### config.mk
export PLATFORM = sky130hd
export DESIGN_NAME = voice_command_queue_controller_top
export DESIGN_NICKNAME = d
export VERILOG_FILES = /design/src/hw/rtl/vcqc_pkg.sv /design/src/hw/rtl/vcqc_cell.sv /design/src/hw/rtl/voice_command_queue_controller_top.sv
export VERILOG_INCLUDE_DIRS = /design/src /design/src/hw/rtl
export SDC_FILE = /design/constraint.sdc
export NUM_CORES = 1
export LEC_CHECK = 0
export BUFFER_PORTS_ARGS = -buffer_cell sky130_fd_sc_hd__buf_2
export CAP_MARGIN = 30
export CORE_UTILIZATION = 54
export CTS_CLUSTER_SIZE = 10
export DETAILED_ROUTE_END_ITERATION = 10
export PLACE_DENSITY = 0.75
export RECOVER_POWER = 50
export SYNTH_ARGS = -nofsm -noshare
export SYNTH_HDL_FRONTEND = slang
export SYNTH_SLANG_ARGS = --single-unit
### constraint.sdc
create_clock -name clk -period 3.4 [get_ports clk]
set_input_delay 0.68 -clock clk [delete_from_list [all_inputs] [get_ports clk]]
set_output_delay 0.68 -clock clk [all_outputs]
set_load 0.02 [all_outputs]
### src/hw/rtl/voice_command_queue_controller_top_macros.svh
// Assertion macros shared by the queue controller RTL.
// Both expect a clock named clk and an active-low reset named rst_n in scope.
`ifndef VOICE_COMMAND_QUEUE_CONTROLLER_TOP_MACROS_SVH
`define VOICE_COMMAND_QUEUE_CONTROLLER_TOP_MACROS_SVH

// A property that must hold at every clock edge outside reset.
`define VCQC_ASSERT(name, prop) \
  name: assert property (@(posedge clk) disable iff (!rst_n) (prop)) \
    else $error("vcqc: assertion failed");

// An antecedent that implies a consequent at the same edge.
`define VCQC_ASSERT_IMP(name, ante, cons) \
  name: assert property (@(posedge clk) disable iff (!rst_n) (ante) |-> (cons)) \
    else $error("vcqc: implication failed");

`endif

### src/hw/rtl/vcqc_pkg.sv
`timescale 1ns / 1ps
`default_nettype none
package vcqc_pkg;

  localparam int QUEUE_DEPTH_DEF = 8;

  localparam int CFG_IDX_W = 2;
  localparam logic [CFG_IDX_W-1:0] REG_CHINESE_GROUP = 2'd0;
  localparam logic [CFG_IDX_W-1:0] REG_ENGLISH_GROUP = 2'd1;
  localparam logic [3:0] GROUP_RESET = 4'd6;

  localparam logic [3:0] MODE_APPEND     = 4'd0;
  localparam logic [3:0] MODE_TICK       = 4'd1;
  localparam logic [3:0] MODE_PLAY_NOW   = 4'd2;
  localparam logic [3:0] MODE_SEL_GROUP  = 4'd3;
  localparam logic [3:0] MODE_VOLUME     = 4'd4;
  localparam logic [3:0] MODE_PAUSE      = 4'd5;
  localparam logic [3:0] MODE_RESUME     = 4'd6;
  localparam logic [3:0] MODE_STOP       = 4'd7;
  localparam logic [3:0] MODE_START_LIST = 4'd8;
  localparam logic [3:0] MODE_STOP_LIST  = 4'd9;
  localparam logic [3:0] MODE_CLEAR      = 4'd10;

  localparam logic [1:0] ST_OK    = 2'd0;
  localparam logic [1:0] ST_BUSY  = 2'd1;
  localparam logic [1:0] ST_RANGE = 2'd2;
  localparam logic [1:0] ST_FULL  = 2'd3;

  localparam logic [3:0] BITS_4  = 4'd4;
  localparam logic [3:0] BITS_8  = 4'd8;
  localparam logic [3:0] BITS_12 = 4'd12;

  localparam logic [11:0] FRM_SEL_GROUP  = 12'h060;
  localparam logic [11:0] FRM_PLAY_GROUP = 12'h070;
  localparam logic [11:0] FRM_SEL_VOICE  = 12'hA00;
  localparam logic [11:0] FRM_VOLUME     = 12'h040;
  localparam logic [11:0] FRM_PAUSE      = 12'h000;
  localparam logic [11:0] FRM_RESUME     = 12'h002;
  localparam logic [11:0] FRM_STOP       = 12'h003;

  localparam logic [3:0] GROUP_MIN  = 4'd1;
  localparam logic [3:0] GROUP_MAX  = 4'd8;
  localparam logic [3:0] VOLUME_MAX = 4'd7;
  localparam logic [7:0] INDEX_MIN  = 8'd1;
  localparam logic [7:0] INDEX_MAX  = 8'd254;

  // One queued request.
  typedef struct packed {
    logic       language;
    logic       wait_flag;
    logic [7:0] voice_index;
  } entry_t;

  // One result beat.
  typedef struct packed {
    logic        frame_valid;
    logic [3:0]  frame_bits;
    logic [11:0] frame_word;
    logic [1:0]  status;
    logic        last;
  } res_t;

  function automatic logic group_ok(input logic [3:0] g);
    return (g >= GROUP_MIN) && (g <= GROUP_MAX);
  endfunction

  function automatic res_t mk_frame(input logic [3:0] bits, input logic [11:0] word);
    res_t r;
    r.frame_valid = 1'b1;
    r.frame_bits  = bits;
    r.frame_word  = word;
    r.status      = ST_OK;
    r.last        = 1'b0;
    return r;
  endfunction

  function automatic res_t mk_status(input logic [1:0] st);
    res_t r;
    r.frame_valid = 1'b0;
    r.frame_bits  = 4'd0;
    r.frame_word  = 12'd0;
    r.status      = st;
    r.last        = 1'b0;
    return r;
  endfunction

endpackage
`default_nettype wire

### src/hw/rtl/vcqc_cell.sv
`timescale 1ns / 1ps
`default_nettype none
// One place of the request queue. On a pop every cell takes its upstream
// neighbour's entry, so the head always sits in the first cell.
module vcqc_cell (
  input  wire logic            clk,
  input  wire logic            load,
  input  wire logic            shift,
  input  wire vcqc_pkg::entry_t d_load,
  input  wire vcqc_pkg::entry_t d_next,
  output vcqc_pkg::entry_t     q
);

  vcqc_pkg::entry_t entry_r;

  always_ff @(posedge clk) begin
    if (shift) begin
      entry_r <= d_next;
    end else if (load) begin
      entry_r <= d_load;
    end
  end

  assign q = entry_r;

endmodule
`default_nettype wire

### src/hw/rtl/voice_command_queue_controller_top.sv
`timescale 1ns / 1ps
`default_nettype none
// Voice command queue controller.
// Input channel (in_*): one command beat per item, taken with in_valid and in_ready.
// Result channel (out_*): one to three beats per item; out_last marks the final one.
// Configuration channel (cfg_*): cfg_ready is always high; index 0 sets the group
// for first-language requests, index 1 for second-language ones, others are ignored.
// An item is decoded in the cycle it is accepted; its results are then moved from
// a three-entry result buffer into the output register one per cycle while the
// receiver does not stall. The next item is taken as soon as the last beat has
// reached the output register. Requests live in a row of QUEUE_DEPTH cells; a
// tick that plays the head shifts the whole row by one. A stalled receiver holds
// the output register and, while beats of the item are still to move, holds
// in_ready low. Reset empties the queue, disables the list, clears the current
// group and sets both language groups to 6; no clearing pass is needed.
`include "voice_command_queue_controller_top_macros.svh"
module voice_command_queue_controller_top #(
  parameter int QUEUE_DEPTH = vcqc_pkg::QUEUE_DEPTH_DEF
) (
  input  wire logic                           clk,
  input  wire logic                           rst_n,
  input  wire logic                           in_valid,
  output logic                                in_ready,
  input  wire logic [3:0]                     in_mode,
  input  wire logic [7:0]                     in_voice_index,
  input  wire logic                           in_wait_flag,
  input  wire logic                           in_language,
  input  wire logic [3:0]                     in_group_number,
  input  wire logic [3:0]                     in_volume_level,
  input  wire logic                           in_device_busy,
  output logic                                out_valid,
  input  wire logic                           out_ready,
  output logic                                out_frame_valid,
  output logic [3:0]                          out_frame_bits,
  output logic [11:0]                         out_frame_word,
  output logic [1:0]                          out_status,
  output logic                                out_last,
  input  wire logic                           cfg_valid,
  output logic                                cfg_ready,
  input  wire logic [vcqc_pkg::CFG_IDX_W-1:0] cfg_index,
  input  wire logic [3:0]                     cfg_wdata
);

  localparam int CNT_W = $clog2(QUEUE_DEPTH + 1);
  localparam logic ST_IDLE = 1'b0;
  localparam logic ST_EMIT = 1'b1;

  logic [3:0]       chi_group_r;
  logic [3:0]       eng_group_r;
  logic [CNT_W-1:0] cnt_r;
  logic             list_en_r;
  logic             list_en_nxt;
  logic [3:0]       cur_group_r;
  logic [3:0]       cur_group_nxt;

  logic             state_r;
  logic [1:0]       idx_r;
  logic [1:0]       n_r;
  logic [1:0]       n_nxt;
  vcqc_pkg::res_t   buf_r [3];
  vcqc_pkg::res_t   buf_nxt [3];
  vcqc_pkg::res_t   out_res_r;
  logic             out_valid_r;
  logic             out_load;

  logic             in_fire;
  logic             push_c;
  logic             pop_c;
  logic             clr_c;

  vcqc_pkg::entry_t cell_q [QUEUE_DEPTH];
  vcqc_pkg::entry_t head;
  vcqc_pkg::entry_t new_entry;

  assign in_ready  = (state_r == ST_IDLE);
  assign in_fire   = in_valid && in_ready;
  assign cfg_ready = 1'b1;
  assign head      = cell_q[0];

  assign new_entry.language    = in_language;
  assign new_entry.wait_flag   = in_wait_flag;
  assign new_entry.voice_index = in_voice_index;

  genvar gi;
  generate
    for (gi = 0; gi < QUEUE_DEPTH; gi++) begin : g_cell
      vcqc_pkg::entry_t d_next;
      if (gi == QUEUE_DEPTH - 1) begin : g_tail
        assign d_next = '0;
      end else begin : g_mid
        assign d_next = cell_q[gi + 1];
      end
      vcqc_cell u_cell (
        .clk    (clk),
        .load   (in_fire && push_c && (cnt_r == CNT_W'(gi))),
        .shift  (in_fire && pop_c),
        .d_load (new_entry),
        .d_next (d_next),
        .q      (cell_q[gi])
      );
    end
  endgenerate

  // Decode of the accepted command into up to three candidate frames.
  always_comb begin
    vcqc_pkg::res_t cand [3];
    logic [2:0]     cand_en;
    logic [1:0]     status;
    logic [3:0]     lang_group;
    logic [3:0]     play_group;
    logic           idx_ok;
    logic [1:0]     n;

    for (int k = 0; k < 3; k++) begin
      cand[k]    = vcqc_pkg::mk_status(vcqc_pkg::ST_OK);
      buf_nxt[k] = vcqc_pkg::mk_status(vcqc_pkg::ST_OK);
    end
    cand_en       = 3'b000;
    status        = vcqc_pkg::ST_OK;
    list_en_nxt   = list_en_r;
    cur_group_nxt = cur_group_r;
    push_c        = 1'b0;
    pop_c         = 1'b0;
    clr_c         = 1'b0;
    lang_group    = head.language ? eng_group_r : chi_group_r;
    play_group    = vcqc_pkg::group_ok(lang_group) ? lang_group : cur_group_r;
    idx_ok        = (in_voice_index >= vcqc_pkg::INDEX_MIN) &&
                    (in_voice_index <= vcqc_pkg::INDEX_MAX);

    unique case (in_mode)
      vcqc_pkg::MODE_APPEND: begin
        if (!idx_ok) begin
          status = vcqc_pkg::ST_RANGE;
        end else if (cnt_r == CNT_W'(QUEUE_DEPTH)) begin
          status = vcqc_pkg::ST_FULL;
        end else begin
          push_c = 1'b1;
        end
      end
      vcqc_pkg::MODE_TICK: begin
        if ((cnt_r != '0) && list_en_r) begin
          if (head.wait_flag && in_device_busy) begin
            status = vcqc_pkg::ST_BUSY;
          end else begin
            if (vcqc_pkg::group_ok(lang_group)) begin
              cand[0]       = vcqc_pkg::mk_frame(vcqc_pkg::BITS_8,
                                vcqc_pkg::FRM_SEL_GROUP | {8'd0, lang_group});
              cand_en[0]    = 1'b1;
              cur_group_nxt = lang_group;
            end
            cand[1]    = vcqc_pkg::mk_frame(vcqc_pkg::BITS_12,
                           vcqc_pkg::FRM_SEL_VOICE | {4'd0, head.voice_index});
            cand_en[1] = 1'b1;
            cand[2]    = vcqc_pkg::mk_frame(vcqc_pkg::BITS_8,
                           vcqc_pkg::FRM_PLAY_GROUP | {8'd0, play_group});
            cand_en[2] = vcqc_pkg::group_ok(play_group);
            pop_c      = 1'b1;
          end
        end
      end
      vcqc_pkg::MODE_PLAY_NOW: begin
        if (!idx_ok) begin
          status = vcqc_pkg::ST_RANGE;
        end else if (in_wait_flag && in_device_busy) begin
          status = vcqc_pkg::ST_BUSY;
        end else begin
          cand[1]    = vcqc_pkg::mk_frame(vcqc_pkg::BITS_12,
                         vcqc_pkg::FRM_SEL_VOICE | {4'd0, in_voice_index});
          cand_en[1] = 1'b1;
          cand[2]    = vcqc_pkg::mk_frame(vcqc_pkg::BITS_8,
                         vcqc_pkg::FRM_PLAY_GROUP | {8'd0, cur_group_r});
          cand_en[2] = vcqc_pkg::group_ok(cur_group_r);
        end
      end
      vcqc_pkg::MODE_SEL_GROUP: begin
        if (!vcqc_pkg::group_ok(in_group_number)) begin
          status = vcqc_pkg::ST_RANGE;
        end else begin
          cand[0]       = vcqc_pkg::mk_frame(vcqc_pkg::BITS_8,
                            vcqc_pkg::FRM_SEL_GROUP | {8'd0, in_group_number});
          cand_en[0]    = 1'b1;
          cur_group_nxt = in_group_number;
        end
      end
      vcqc_pkg::MODE_VOLUME: begin
        if (in_volume_level > vcqc_pkg::VOLUME_MAX) begin
          status = vcqc_pkg::ST_RANGE;
        end else begin
          cand[0]     = vcqc_pkg::mk_frame(vcqc_pkg::BITS_4, vcqc_pkg::FRM_PAUSE);
          cand[1]     = vcqc_pkg::mk_frame(vcqc_pkg::BITS_8,
                          vcqc_pkg::FRM_VOLUME | {8'd0, in_volume_level});
          cand[2]     = vcqc_pkg::mk_frame(vcqc_pkg::BITS_4, vcqc_pkg::FRM_RESUME);
          cand_en     = 3'b111;
          list_en_nxt = 1'b1;
        end
      end
      vcqc_pkg::MODE_PAUSE: begin
        cand[0]     = vcqc_pkg::mk_frame(vcqc_pkg::BITS_4, vcqc_pkg::FRM_PAUSE);
        cand_en[0]  = 1'b1;
        list_en_nxt = 1'b0;
      end
      vcqc_pkg::MODE_RESUME: begin
        cand[0]     = vcqc_pkg::mk_frame(vcqc_pkg::BITS_4, vcqc_pkg::FRM_RESUME);
        cand_en[0]  = 1'b1;
        list_en_nxt = 1'b1;
      end
      vcqc_pkg::MODE_STOP: begin
        cand[0]     = vcqc_pkg::mk_frame(vcqc_pkg::BITS_4, vcqc_pkg::FRM_STOP);
        cand_en[0]  = 1'b1;
        list_en_nxt = 1'b0;
      end
      vcqc_pkg::MODE_START_LIST: begin
        list_en_nxt = 1'b1;
      end
      vcqc_pkg::MODE_STOP_LIST: begin
        list_en_nxt = 1'b0;
      end
      vcqc_pkg::MODE_CLEAR: begin
        clr_c       = 1'b1;
        list_en_nxt = 1'b0;
      end
      default: begin
        status = vcqc_pkg::ST_RANGE;
      end
    endcase

    // Pack the enabled frames to the front of the result buffer.
    n = 2'd0;
    for (int k = 0; k < 3; k++) begin
      if (cand_en[k]) begin
        buf_nxt[n] = cand[k];
        n          = n + 2'd1;
      end
    end
    if (n == 2'd0) begin
      buf_nxt[0] = vcqc_pkg::mk_status(status);
      n          = 2'd1;
    end
    buf_nxt[n - 2'd1].last = 1'b1;
    n_nxt = n;
  end

  // Configuration and list state.
  always_ff @(posedge clk) begin
    if (!rst_n) begin
      chi_group_r <= vcqc_pkg::GROUP_RESET;
      eng_group_r <= vcqc_pkg::GROUP_RESET;
      cnt_r       <= '0;
      list_en_r   <= 1'b0;
      cur_group_r <= 4'd0;
    end else begin
      if (cfg_valid && cfg_ready) begin
        unique case (cfg_index)
          vcqc_pkg::REG_CHINESE_GROUP: chi_group_r <= cfg_wdata;
          vcqc_pkg::REG_ENGLISH_GROUP: eng_group_r <= cfg_wdata;
          default: begin
          end
        endcase
      end
      if (in_fire) begin
        list_en_r   <= list_en_nxt;
        cur_group_r <= cur_group_nxt;
        if (clr_c) begin
          cnt_r <= '0;
        end else if (push_c) begin
          cnt_r <= cnt_r + 1'b1;
        end else if (pop_c) begin
          cnt_r <= cnt_r - 1'b1;
        end
      end
    end
  end

  // Result buffer drained into the output register one beat per cycle unless stalled.
  assign out_load = (state_r == ST_EMIT) && (!out_valid_r || out_ready);

  always_ff @(posedge clk) begin
    if (!rst_n) begin
      state_r     <= ST_IDLE;
      idx_r       <= 2'd0;
      n_r         <= 2'd0;
      out_valid_r <= 1'b0;
    end else begin
      if (in_fire) begin
        state_r <= ST_EMIT;
        idx_r   <= 2'd0;
        n_r     <= n_nxt;
      end else if (out_load) begin
        idx_r <= idx_r + 2'd1;
        if (idx_r == n_r - 2'd1) begin
          state_r <= ST_IDLE;
        end
      end
      if (out_load) begin
        out_valid_r <= 1'b1;
      end else if (out_ready) begin
        out_valid_r <= 1'b0;
      end
    end
  end

  always_ff @(posedge clk) begin
    if (in_fire) begin
      for (int k = 0; k < 3; k++) begin
        buf_r[k] <= buf_nxt[k];
      end
    end
    if (out_load) begin
      out_res_r <= buf_r[idx_r];
    end
  end

  assign out_valid       = out_valid_r;
  assign out_frame_valid = out_res_r.frame_valid;
  assign out_frame_bits  = out_res_r.frame_bits;
  assign out_frame_word  = out_res_r.frame_word;
  assign out_status      = out_res_r.status;
  assign out_last        = out_res_r.last;

  `VCQC_ASSERT(a_cnt_bound, cnt_r <= CNT_W'(QUEUE_DEPTH))
  `VCQC_ASSERT_IMP(a_emit_index, state_r == ST_EMIT, (idx_r < n_r) && (n_r != 2'd0))
  `VCQC_ASSERT(a_emit_after_accept, in_fire |=> (state_r == ST_EMIT) && (idx_r == 2'd0))
  `VCQC_ASSERT(a_pop_count, (in_fire && pop_c) |=> cnt_r == $past(cnt_r) - 1'b1)

endmodule
`default_nettype wire

* Word-level counts from Yosys, hierarchy flattened *
Memory sizes are Yosys's and may differ from the RTL's. A register that Yosys moved wholly into a read port is not among the register bits.
Index checks and enable logic that the tools add are counted.

storage, ports and cells
  bits of input ports = 34
  word-level logic and storage cells = 224
  output and inout port bits = 23
  bits in latches = 0
  RAM bits = 60
  memories = 1
  ROM bits = 0
  bits in registers = 103

operators by class
  $add $sub $neg = 7
  $lt $le $gt $ge = 17
  mux-type cells = 83
  reductions and logical operators = 54
  div/mod/pow operators = 0
  bitwise logic cells = 5
  shift operators = 0
  equal/unequal tests = 24
  multiply operators = 0

memory list
  name   words  bits a word  read ports  clocked after Yosys merged registers in  wr ports  line                                      text
  buf_r  3      20           1           1                                        3         voice_command_queue_controller_top.sv:60  vcqc_pkg::res_t buf_r [3];

operators by type and width
  cell                number
  $mux 60             5
  $bwmux 60           3
  $mux 10             14
  $demux 20 s2        3
  $mux 20             6
  $pmux 20 s6         1
  $pmux 40 s3         1
  $mux 40             2
  $eq 4x3->1 const B  8
  $mux 4              8
  $logic_and 1x1->1   23
  $mux 1              22
  $reduce_bool 2->1   11
  $mux 2              10
  $eq 4x2->1 const B  4
  $eq 4x4->1 const B  4
  $ge 4x1->1 const B  4
  $le 4x4->1 const B  4
  $pmux 2 s6          1
  $ge 3x3->1 const B  3
  $lt 3x1->1 const B  3
  $mux 3              3
  $not 2->3           3
  $eq 4x1->1 const B  2
  other kinds (28)    42

* Logic depth before layout (Yosys ltp) *
Gate-level depths: netlist of run 1.

  word-level depth = 23
  depth in mapped cells = 13
  mapped depth without buffers = 13

* Modules after synthesis *
Synthesis of run 1 repeated with hierarchy kept, for this count alone.

second synthesis, totals
  cell total of the unflattened synthesis = 607
  area, all modules = 7,957.6 um^2

modules (own cells, without submodules)
  module                              cells an instance  instances  area each (um^2)  seq. area each (um^2)
  voice_command_queue_controller_top  431                1          4,244.1           1,991.9
  vcqc_cell                           22                 8          464.2             300.3

* Worst setup path after synthesis of run 1 *
No wires, ideal clock.

  path type = reg-to-reg
  from = register g_cell[0].u_cell.entry_r, in the netlist g_cell[0].u_cell.q[9]
  to = memory buf_r[0][8] (netlist bit), data pin
  library setup time = 158 ps
  path buffers = 3
  required time = 3,242 ps
  setup slack = -99 ps
  stages on the path, launching flop included = 14
  arrival time = 3,341 ps
  clock period less this slack = 3,499 ps
  cells stage by stage = edfxtp_1 -> buf_6 -> or4_1 -> and3_4 -> or2_1 -> buf_6 -> a221oi_2 -> mux2i_1 -> nand2_1 -> inv_1 -> fa_1 -> o21a_1 -> buf_6 -> a211oi_2

RTL lines
  item                      line                                      text
  start: declaration        vcqc_cell.sv:14                           vcqc_pkg::entry_t entry_r;
  start signal: assignment  vcqc_cell.sv:18                           entry_r <= d_next;
  start signal: assignment  vcqc_cell.sv:20                           entry_r <= d_load;
  end: declaration          voice_command_queue_controller_top.sv:60

==> results of run 1 <==
-- synth_stat cells (all sizes together) (2+ instances only) --
master,count
edfxtp,121
a21o,82
nor2,53
nand2,49
mux2i,39
a21oi,37
dfxtp,33
clkbuf,25
o21ai,24
buf,17
nor2b,17
inv,15
nor3,14
nand3,10
ha,8
a22oi,6
and2,6
a211oi,4
a221oi,4
and3,4
nand2b,4
nand4,4
nor4,4
o22ai,4
or3,4
xnor2,4
a31oi,3
or4,3
a21boi,2
a222oi,2
a22o,2
conb,2
mux2,2
nand3b,2
o211a,2
o211ai,2
o21a,2
or2,2
xor2,2
-- cell type report --
| cell class | count | area [um^2] |
|---|---|---|
| timing repair buffer | 105 | 654 |
| clock inverter | 15 | 210 |
| tap | 176 | 220 |
| sequential | 154 | 4290 |
| inverter | 16 | 60.1 |
| clock buffer | 17 | 425 |
| multi-input combinational | 426 | 2850 |
| fill | 1017 | 4530 |
-- layer usage --
metal / share of wire / vias to the layer above
met5: 0 / -
met4: 0.027 / 0
met3: 0.047 / 33
met2: 0.51 / 148
met1: 0.42 / 2466
li1: - / 2508
-- power by group through the flow --
stage	logic [mW]	clock network [mW]	registers (mW)
after floorplan	0.207	0	2.15
after global placement	0.317	0	2.14
after detailed placement	0.326	0	2.15
after CTS	0.330	2.04	2.11
after global routing	0.357	2.12	2.11
final	0.327	2.03	2.11
-- worst max-delay path by stage --
stage,startpoint,to
6_report,g_cell[0].u_cell.q[9]$_DFFE_PP_,buf_r[0][8]$_SDFFCE_PN0P_
5_1_grt,g_cell[0].u_cell.q[9]$_DFFE_PP_,buf_r[0][8]$_SDFFCE_PN0P_
4_1_cts,g_cell[0].u_cell.q[9]$_DFFE_PP_,buf_r[0][4]$_SDFFCE_PN0P_
3_5_place_dp,g_cell[0].u_cell.q[9]$_DFFE_PP_,buf_r[0][4]$_SDFFCE_PN0P_
3_3_place_gp,in_device_busy,buf_r[0][4]$_SDFFCE_PN0P_
2_1_floorplan,g_cell[0].u_cell.q[9]$_DFFE_PP_,buf_r[0][8]$_SDFFCE_PN0P_
-- worst register-to-register path, cell delays in order, from the launching register on --
cell and delay, ps:
edfxtp_1 480, buf_4 190, mux2_4 320, and3_4 190, or2_4 250, a221oi_4 330, mux2i_2 280, nand2_1 110
inv_2 70, fa_2 450, o21a_1 160, buf_12 150, a211oi_2 200
-- per-stage QoR --
stage               setup TNS [ps]   util  setup slack (ps)  hold WS (ps)
CTS                              0  0.657              1.27           468
floorplan                        0      -              12.9           437
finish                           0  0.658              74.8           464
detailed placement               0  0.609              23.2           458
global route                 -80.6  0.658             -35.3           483
global placement                 0  0.609               104           446
-- cell families after synthesis --
| family | Yosys count | synth area share |
|---|---|---|
| AOI/OAI and AO/OA | 183 | 0.173 |
| and+or+nand+nor | 182 | 0.124 |
| DFF | 154 | 0.584 |
| buffers and inverters | 58 | 0.0379 |
| muxes | 41 | 0.0566 |
| adders and majority gates | 9 | 0.0163 |
| xor gates and xnor gates | 6 | 0.00714 |
| other | 2 | 0.00102 |
-- what timing repair did --
action,4_1_cts,5_1_grt
gates resized for setup,0,9
endpoints found under the setup margin,0,13
setup buffers,0,3
-- sequential cells by signal (all words and copies together) (netlist names), 4 cells and up --
name,cells
g_cell.u_cell.q,80
cnt_r,4
chi_group_r,4
cur_group_r,4
eng_group_r,4
out_frame_word,9
buf_r,36
==> run_results.csv, run 1 <==
group,metric,value,unit
run_status,status,"finished, violations left",
run_status,violations,"max-capacitance violations, max-slew violations",
drt,routed-via-count,5155,
placement,dp.final_hpwl,11.4,mm
clocking,cts_tree,"built",
placement,placed_area,8060,um^2
grt,grt_overflow,0,
clocking,cts_buffers,17,
grt,grt_pass1_vias,5062,
worst_setup_path,cp.required,3660,ps
hold_path,hold_path_end,"g_cell[7].u_cell.q[9]$_SDFFE_PP0P_",
placement,gp_congestion,0.926,
timing,max_freq,301,MHz
grt,antenna_found_initial,0,
power,pwr-share-clk,0.454,
finish,area_growth,18.5,%
grt,grtUsageMet3,0.0598,
synthesis,yosys_most_used_dff,"edfxtp_1",
finish,final_common_cell,"edfxtp_1",
clocking,cts_max_level,4,
timing,hold_violations,0,
synthesis,yosys_warnings,0,
clocking,cts.sinks,154,
grt,grt_pass1_wl,25.5,mm
grt,grt.met2_usage,0.415,
synthesis,synth_cells,635,
synthesis,synth_edf_count,121,
drt,ant_nets,0,
worst_setup_path,crit_fanout,10,
worst_setup_path,critPathArrivalTime,3590,ps
timing,worst_slew_pin_slew,2050,ps
drt,routedWlPerCell,17.8,um
worst_setup_path,worst-path-stages,12,
synthesis,synth.distinct_cells,72,
synthesis,synth_top_area_share,0.494,
timing,fin_crit_sh,0.978,
floorplan,start_util,0.556,
finish,fin_nets,763,
worst_setup_path,slowest_stage,"edfxtp_1",
synthesis,syn-cell-area,7360,um^2
finish,layout-drive-gt1-share,0.206,
floorplan,ios,57,
synthesis,synth.largest_area_cell,"edfxtp_1",
floorplan,num_rows,42,
power,p_int,3.45,mW
placement,dpl.cell_count,874,
drt,route.detailed.drc,0,
worst_setup_path,critPathKind,"register to register",
grt,top_usage_layer,"met2",
hold_path,worstHoldPathCells,2,
finish,stdcell_count,909,
clocking,clock_path_buffers,2,
job,maxCapViolCount,1,
power,p_total,4.46,mW
timing,drv_slew,41,
worst_setup_path,crit_buf_inv,3,
drt,drt-pass1-iter-count,5,
drt,drt_wl_total,16.1,mm
power,switching_share,0.226,
timing,finalSetupViolCount,0,
timing,slew-limit-headroom,-0.370,
power,p_per_area,512,nW/um^2
power,vdd_drop_max,0.000544,V
grt,grtUsageMet1,0.288,
finish,antenna_cells,0,
timing,clock_skew,10.5,ps
worst_setup_path,cp-start-kind,"register",
power,seq_power_share,0.473,
worst_setup_path,path_delay_family,"compound AO/OA/AOI/OAI gates",
hold_path,hold_path.startpoint,"g_cell[7].u_cell.q[9]$_SDFFE_PP0P_",
synthesis,yosys-top-cells-area,"edfxtp_1, dfxtp_1, a21o_1, mux2i_1, nor2_1",
floorplan,dieArea,14100,um^2
drt,drtIter0Drc,330,
worst_setup_path,slowest_delay,480,ps
worst_setup_path,endpoint_kind,"register",
grt,grt_use_total,0.241,
worst_setup_path,r2r_setup_slack,70,ps
clocking,clockRootBuffer,"clkbuf_16",
floorplan,die_h,119,um
finish,layout_common_cells,"edfxtp_1, a21o_1, nor2_1",
clocking,clk_latency,430,ps
power,p_sw,1.01,mW
worst_setup_path,r2r_cells,12,
clocking,holdBufCountCts,0,
synthesis,async_reset_ff_frac,0,
power,pwr-share-comb,0.073,
floorplan,fp.dieW,119,um
worst_setup_path,r2r-start,"g_cell[0].u_cell.q[9]$_DFFE_PP_",
worst_setup_path,path_cells,"buf_4, mux2_4, and3_4, or2_4, a221oi_4, mux2i_2, nand2_1, inv_2, fa_2, o21a_1, buf_12, a211oi_2",
timing,fin_crit,3330,ps
clocking,clkSlewWorstSetupHoldPaths,60,ps
placement,io_buffers,51,
worst_setup_path,reg2reg_to,"buf_r[0][8]$_SDFFCE_PN0P_",
timing,rsz0062_at_grt,"true",
synthesis,avgSynthCellArea,11.6,um^2
finish,design_area,8720,um^2
grt,grt_max_degree,41,
power,power.leakage,3.64,nW
synthesis,synth_seq_cells,154,
drt,via_per_inst,5.67,
hold_path,min_path_type,"register to register",
floorplan,core,13200,um^2
synthesis,yosysSeqAreaShare,0.584,
Power figures use the tool's default switching activity.
==> run 2, diff against run 1 <==
--- a/config.mk
+++ b/config.mk
@@ -6,11 +6,13 @@
 export SDC_FILE = /design/constraint.sdc
 export NUM_CORES = 1
 export LEC_CHECK = 0
+export ABC_AREA = 1
 export BUFFER_PORTS_ARGS = -buffer_cell sky130_fd_sc_hd__buf_2
 export CAP_MARGIN = 30
 export CORE_UTILIZATION = 54
 export CTS_CLUSTER_SIZE = 10
 export DETAILED_ROUTE_END_ITERATION = 10
+export HOLD_SLACK_MARGIN = 0.1
 export PLACE_DENSITY = 0.75
 export RECOVER_POWER = 50
 export SYNTH_ARGS = -nofsm -noshare
==> run 2 against run 1 <==
Compared with the run above: the run still ends with max-capacitance violations, max-slew violations left; utilization decreased by 2.7 points; sequential share of layout area increased by 1.7 points; synthesized area up 1.5%; synthesized cell count grew 32%; first-iteration DRC count increased by 21%; setup slack better by 240 ps; count of clock-buffer cells in the layout up 3; largest cell class unchanged.
==> run_results.csv, run 2 <==
group,metric,value,unit
power,power.leakage,3.56,nW
timing,max_freq,325,MHz
placement,gp_congestion,0.956,
finish,largest_reg_flops,80,
run_status,status,"finished, violations left",
grt,grt_use_total,0.242,
grt,grt_max_degree,71,
drt,routedWlPerCell,14.6,um
floorplan,num_rows,42,
synthesis,yosys_warnings,0,
clocking,ctsResizeCount,0,
worst_setup_path,cp.required,3460,ps
synthesis,synth.most_common_cell,"nand2_1",
finish,final_common_cell,"nand2_1",
worst_setup_path,crit_buf_inv,5,
placement,dp.final_hpwl,11.4,mm
synthesis,yosysSeqAreaShare,0.575,
grt,grt_overflow,0,
worst_setup_path,slowest_stage,"clkbuf_1",
clocking,clockRootBuffer,"clkbuf_16",
grt,grt_pass1_wl,26.4,mm
placement,io_buffers,51,
drt,drtIter0Drc,400,
finish,antenna_cells,0,
floorplan,die_h,120,um
synthesis,syn-cell-area,7470,um^2
timing,final.setup.tns,0,ps
synthesis,netlist_top_cells_count,"nand2_1, edfxtp_1, inv_1, nor2_1, a21oi_1",
worst_setup_path,path_cells,"inv_1, ha_1, a21oi_1, nand2_1, nor2_4, inv_2, nor2_1, clkinv_1, clkbuf_1, o31ai_1, clkbuf_1",
run_status,violations,"max-capacitance violations, max-slew violations",
drt,drt-pass1-iter-count,6,
drt,ant_nets,0,
clocking,holdBufCountCts,0,
clocking,clock_path_buffers,2,
floorplan,dieArea,14300,um^2
synthesis,synth.distinct_cells,44,
synthesis,async_reset_ff_frac,0,
synthesis,synth_cells,841,
drt,drt_wl_total,16.0,mm
finish,layout_common_cells,"nand2_1, edfxtp_1, inv_1",
grt,grt_pass1_vias,5389,
grt,antenna_found_initial,0,
clocking,cts.sinks,154,
synthesis,synth_top_area_share,0.486,
worst_setup_path,critPathArrivalTime,3140,ps
timing,fin_crit_sh,0.906,
timing,fin_hold_ws,460,ps
synthesis,synth_edf_count,121,
drt,via_per_inst,5.22,
timing,worst_slew_pin_slew,1900,ps
worst_setup_path,r2r_setup_slack,320,ps
power,p_per_area,513,nW/um^2
timing,clock_skew,12.1,ps
floorplan,core,13300,um^2
timing,rsz0062_at_grt,"false",
clocking,cts_buffers,17,
worst_setup_path,critPathKind,"register to register",
worst_setup_path,crit_fanout,27,
timing,finalSetupViolCount,0,
synthesis,synth.largest_area_cell,"edfxtp_1",
floorplan,fp.dieW,120,um
drt,routed-via-count,5687,
hold_path,min_path_type,"register to register",
clocking,clk_latency,420,ps
clocking,clkSlewWorstSetupHoldPaths,60,ps
power,p_total,4.32,mW
finish,layout-drive-gt1-share,0.116,
synthesis,yosys-top-cells-area,"edfxtp_1, nand2_1, dfxtp_1, inv_1, a21oi_1",
timing,hold_violations,0,
timing,drv_slew,39,
worst_setup_path,path_delay_family,"buffers and inverters",
finish,area_growth,12.8,%
synthesis,avgSynthCellArea,8.88,um^2
job,maxCapViolCount,1,
timing,slew-limit-headroom,-0.266,
clocking,cts_tree,"built",
worst_setup_path,cp_common_cell,"clkbuf_1",
clocking,cts_setup_buffers,0,
clocking,cts_max_level,4,
worst_setup_path,endpoint_kind,"register",
floorplan,ios,57,
worst_setup_path,cp-start-kind,"register",
timing,fin_crit,3080,ps
drt,route.detailed.drc,0,
worst_setup_path,slowest_delay,490,ps
synthesis,yosys_most_used_dff,"edfxtp_1",
synthesis,synth_seq_cells,154,
floorplan,start_util,0.560,
power,vdd_drop_max,0.000461,V
finish,fin_nets,944,
[run 2: logic make-up after synthesis]
kind of cell | Yosys count | share of synthesized area
and+or+nand+nor | 414 | 0.230
DFF | 154 | 0.575
xor gates and xnor gates | 4 | 0.00469
AOI/OAI and AO/OA | 130 | 0.0998
buffers and inverters | 128 | 0.0730
other | 2 | 0.00101
adders and majority gates | 9 | 0.0161
[run 2: where the power goes]
part / total, mW / internal [mW] / switching (mW) / leakage (nW)
combinational: 0.350 / 0.0982 / 0.251 / 1.91
clock: 1.82 / 1.09 / 0.729 / 0.264
sequential: 2.15 / 2.12 / 0.0310 / 1.39
[run 2: final timing paths]
| kind | from | end | cells after the start |
|---|---|---|---|
| max | cnt_r[0]$_SDFFE_PN0P_ | g_cell[0].u_cell.q[0]$_DFFE_PP_ | 11 |
| min | eng_group_r[3]$_SDFFE_PN0P_ | eng_group_r[3]$_SDFFE_PN0P_ | 2 |
| max reg2reg | cnt_r[0]$_SDFFE_PN0P_ | g_cell[0].u_cell.q[0]$_DFFE_PP_ | 11 |
| min reg2reg | eng_group_r[3]$_SDFFE_PN0P_ | eng_group_r[3]$_SDFFE_PN0P_ | 2 |
[run 2: worst register-to-register path, delay by kind of cell, from the launching register on]
family / cells / cell delay (ps)
adder cells (fa/ha/maj): 1 / 250
flip-flops: 1 / 390
AO/OA/AOI/OAI: 2 / 430
AND/OR/NAND/NOR: 3 / 410
buffers and inverters: 5 / 1240
[run 2: layout make-up]
| type | count | area [um^2] |
|---|---|---|
| timing repair buffer | 67 | 333 |
| sequential | 154 | 4290 |
| clock buffer | 20 | 447 |
| fill | 1156 | 4920 |
| tap | 176 | 220 |
| multi-input combinational | 562 | 2630 |
| clock inverter | 12 | 124 |
| inverter | 99 | 377 |
[run 2: metal layers]
metal | track usage | vias up | wire [um] | share of wire
li1 | - | 2875 | - | -
met1 | 0.310 | 2594 | 6900 | 0.43
met2 | 0.396 | 182 | 7720 | 0.48
met3 | 0.0490 | 36 | 922 | 0.058
met4 | 0.107 | 0 | 410 | 0.026
met5 | 0 | - | 0 | 0
[run 2: stage by stage]
stage	instance area [um^2]	setup slack [ps]	cells	utilization
after floorplan	7480	154	844	-
after global placement	7910	251	1058	0.592
after detailed placement	7910	168	1058	0.592
after CTS	8480	391	1090	0.635
after global routing	8420	112	1090	0.631
final	8420	320	1090	0.631
==> run 3, diff against run 2 <==
--- a/config.mk
+++ b/config.mk
@@ -7,13 +7,13 @@
 export NUM_CORES = 1
 export LEC_CHECK = 0
 export ABC_AREA = 1
-export BUFFER_PORTS_ARGS = -buffer_cell sky130_fd_sc_hd__buf_2
 export CAP_MARGIN = 30
-export CORE_UTILIZATION = 54
+export CORE_UTILIZATION = 57
 export CTS_CLUSTER_SIZE = 10
 export DETAILED_ROUTE_END_ITERATION = 10
+export DONT_BUFFER_PORTS = 1
 export HOLD_SLACK_MARGIN = 0.1
-export PLACE_DENSITY = 0.75
+export PLACE_DENSITY = 0.74
 export RECOVER_POWER = 50
 export SYNTH_ARGS = -nofsm -noshare
 export SYNTH_HDL_FRONTEND = slang
==> run 3 against run 2 <==
Compared with the run above: the flow now finishes without violations; utilization up 1.4 points; cell count down 5.0%; sequential power about the same; count of clock-buffer cells in the layout down 3; non-clock buffer count down 50; final area down 2.5%; hold slack worse by 100 ps; clock power up 3%; first-iteration DRC count down 2.5%; critical path depth up 3; flip-flop and latch count unchanged; routed wire length up 3.0%; critical path type unchanged; largest cell class unchanged.
==> run_results.csv, run 3 (same netlist as run 2, synthesis figures left out) <==
group,metric,value,unit
run_status,status,"finished, final reports clean",
timing,hold_violations,0,
floorplan,fp.dieW,116,um
grt,grt_pass1_vias,5530,
power,vdd_drop_max,0.000411,V
clocking,cts_max_level,4,
drt,drtIter0Drc,390,
worst_setup_path,endpoint_kind,"register",
timing,fin_hold_ws,355,ps
grt,antenna_found_initial,0,
floorplan,core,12700,um^2
timing,worst_slew_pin_slew,1270,ps
finish,post-route-util,0.645,
grt,grt_max_degree,71,
floorplan,num_rows,41,
timing,final.setup.tns,0,ps
worst_setup_path,critPathArrivalTime,3280,ps
placement,io_buffers,0,
clocking,clockRootBuffer,"clkbuf_16",
timing,max_freq,323,MHz
placement,gp_congestion,0.949,
timing,clock_skew,5.73,ps
clocking,ctsResizeCount,0,
finish,largest_reg_flops,80,
finish,design_area,8210,um^2
clocking,cts_tree,"built",
hold_path,hold_path.startpoint,"rst_n",
grt,grt_use_total,0.265,
drt,ant_nets,0,
finish,layout-drive-gt1-share,0.0926,
power,p_sw,1.04,mW
finish,fin_nets,894,
clocking,cts_setup_buffers,0,
placement,placed_area,7650,um^2
power,switching_share,0.241,
hold_path,min_path_type,"input pin to register",
worst_setup_path,crit_fanout,13,
finish,antenna_cells,0,
floorplan,start_util,0.587,
clocking,holdBufCountCts,0,
worst_setup_path,cp.required,3590,ps
worst_setup_path,critPathLaunch,"cnt_r[0]$_SDFFE_PN0P_",
worst_setup_path,critPathKind,"register to register",
clocking,clk_latency,430,ps
drt,routed-via-count,5607,
timing,fin_crit_sh,0.910,
clocking,clock_path_buffers,2,
grt,grt_overflow,0,
drt,via_per_inst,5.41,
floorplan,dieArea,13600,um^2
drt,drt_wl_total,16.4,mm
power,p_per_area,528,nW/um^2
finish,final_common_cell,"nand2_1",
drt,route.detailed.drc,0,
floorplan,ios,57,
timing,finalSetupViolCount,0,
floorplan,die_h,116,um
power,pwr-share-comb,0.065,
timing,slew-limit-headroom,0.152,
power,pwr-share-clk,0.432,
timing,rsz0062_at_grt,"false",
timing,drv_slew,0,
worst_setup_path,r2r-start,"cnt_r[0]$_SDFFE_PN0P_",
power,power.leakage,3.43,nW
clocking,clkSlewWorstSetupHoldPaths,60,ps
worst_setup_path,cp-start-kind,"register",
timing,fin_crit,3090,ps
grt,grt_pass1_wl,26.8,mm
clocking,cts_buffers,17,
power,seq_power_share,0.502,
finish,area_growth,9.93,%
drt,drt-pass1-iter-count,5,
drt,routedWlPerCell,15.9,um
power,p_int,3.29,mW
clocking,cts.sinks,154,
job,maxCapViolCount,0,
finish,layout_common_cells,"nand2_1, edfxtp_1, inv_1",
placement,dp.final_hpwl,12.1,mm
-- run 3: final cells by class --
cell class	count	area (um^2)
inverters	99	377
well taps	172	215
repair buffers	17	104
fillers	1105	4510
flip-flops and latches	154	4290
clock inverters	15	163
clock buffers	17	425
multi-input cells	562	2630
-- run 3: power by group through the flow --
stage	combinational (mW)	sequential [mW]	clock [mW]
2_1_floorplan	0.234	2.20	0
3_3_place_gp	0.274	2.21	0
3_5_place_dp	0.284	2.22	0
4_1_cts	0.286	2.18	1.89
5_1_grt	0.325	2.19	1.96
6_report	0.283	2.18	1.87
-- run 3: routing by layer --
metal,vias to the layer above,global-route usage,wire [um]
met2,152,0.443,8220
met3,34,0.0607,944
met1,2650,0.326,6890
li1,2771,-,-
met5,-,0,0
met4,0,0.124,374
-- run 3: path summary, 6_finish.rpt --
check / depth (start not counted) / slack (ps) / endpoint
min reg2reg: 2 / 470 / eng_group_r[0]$_SDFFE_PN0P_
max: 14 / 310 / buf_r[0][9]$_SDFFCE_PN0P_
max reg2reg: 14 / 310 / buf_r[0][9]$_SDFFCE_PN0P_
min: 1 / 360 / eng_group_r[2]$_SDFFE_PN1P_
-- run 3: worst max-delay path, stage by stage, from the launching register on --
cell and delay [ps]:
dfxtp_1 410, inv_1 130, ha_1 260, a21oi_2 170, nand2_1 130, nor2_4 120
inv_2 100, nor2_2 130, nand3_1 160, nand3_4 210, inv_1 100, fa_1 640
nand2_4 160, nand2_1 100, inv_1 40
-- run 3: stage by stage --
| stage | cells | total power, mW | worst slack [ps] |
|---|---|---|---|
| 2_1_floorplan | 844 | 2.44 | 154 |
| 3_3_place_gp | 1004 | 2.49 | 333 |
| 3_5_place_dp | 1004 | 2.50 | 225 |
| 4_1_cts | 1036 | 4.35 | 350 |
| 5_1_grt | 1036 | 4.47 | 102 |
| 6_report | 1036 | 4.33 | 306 |
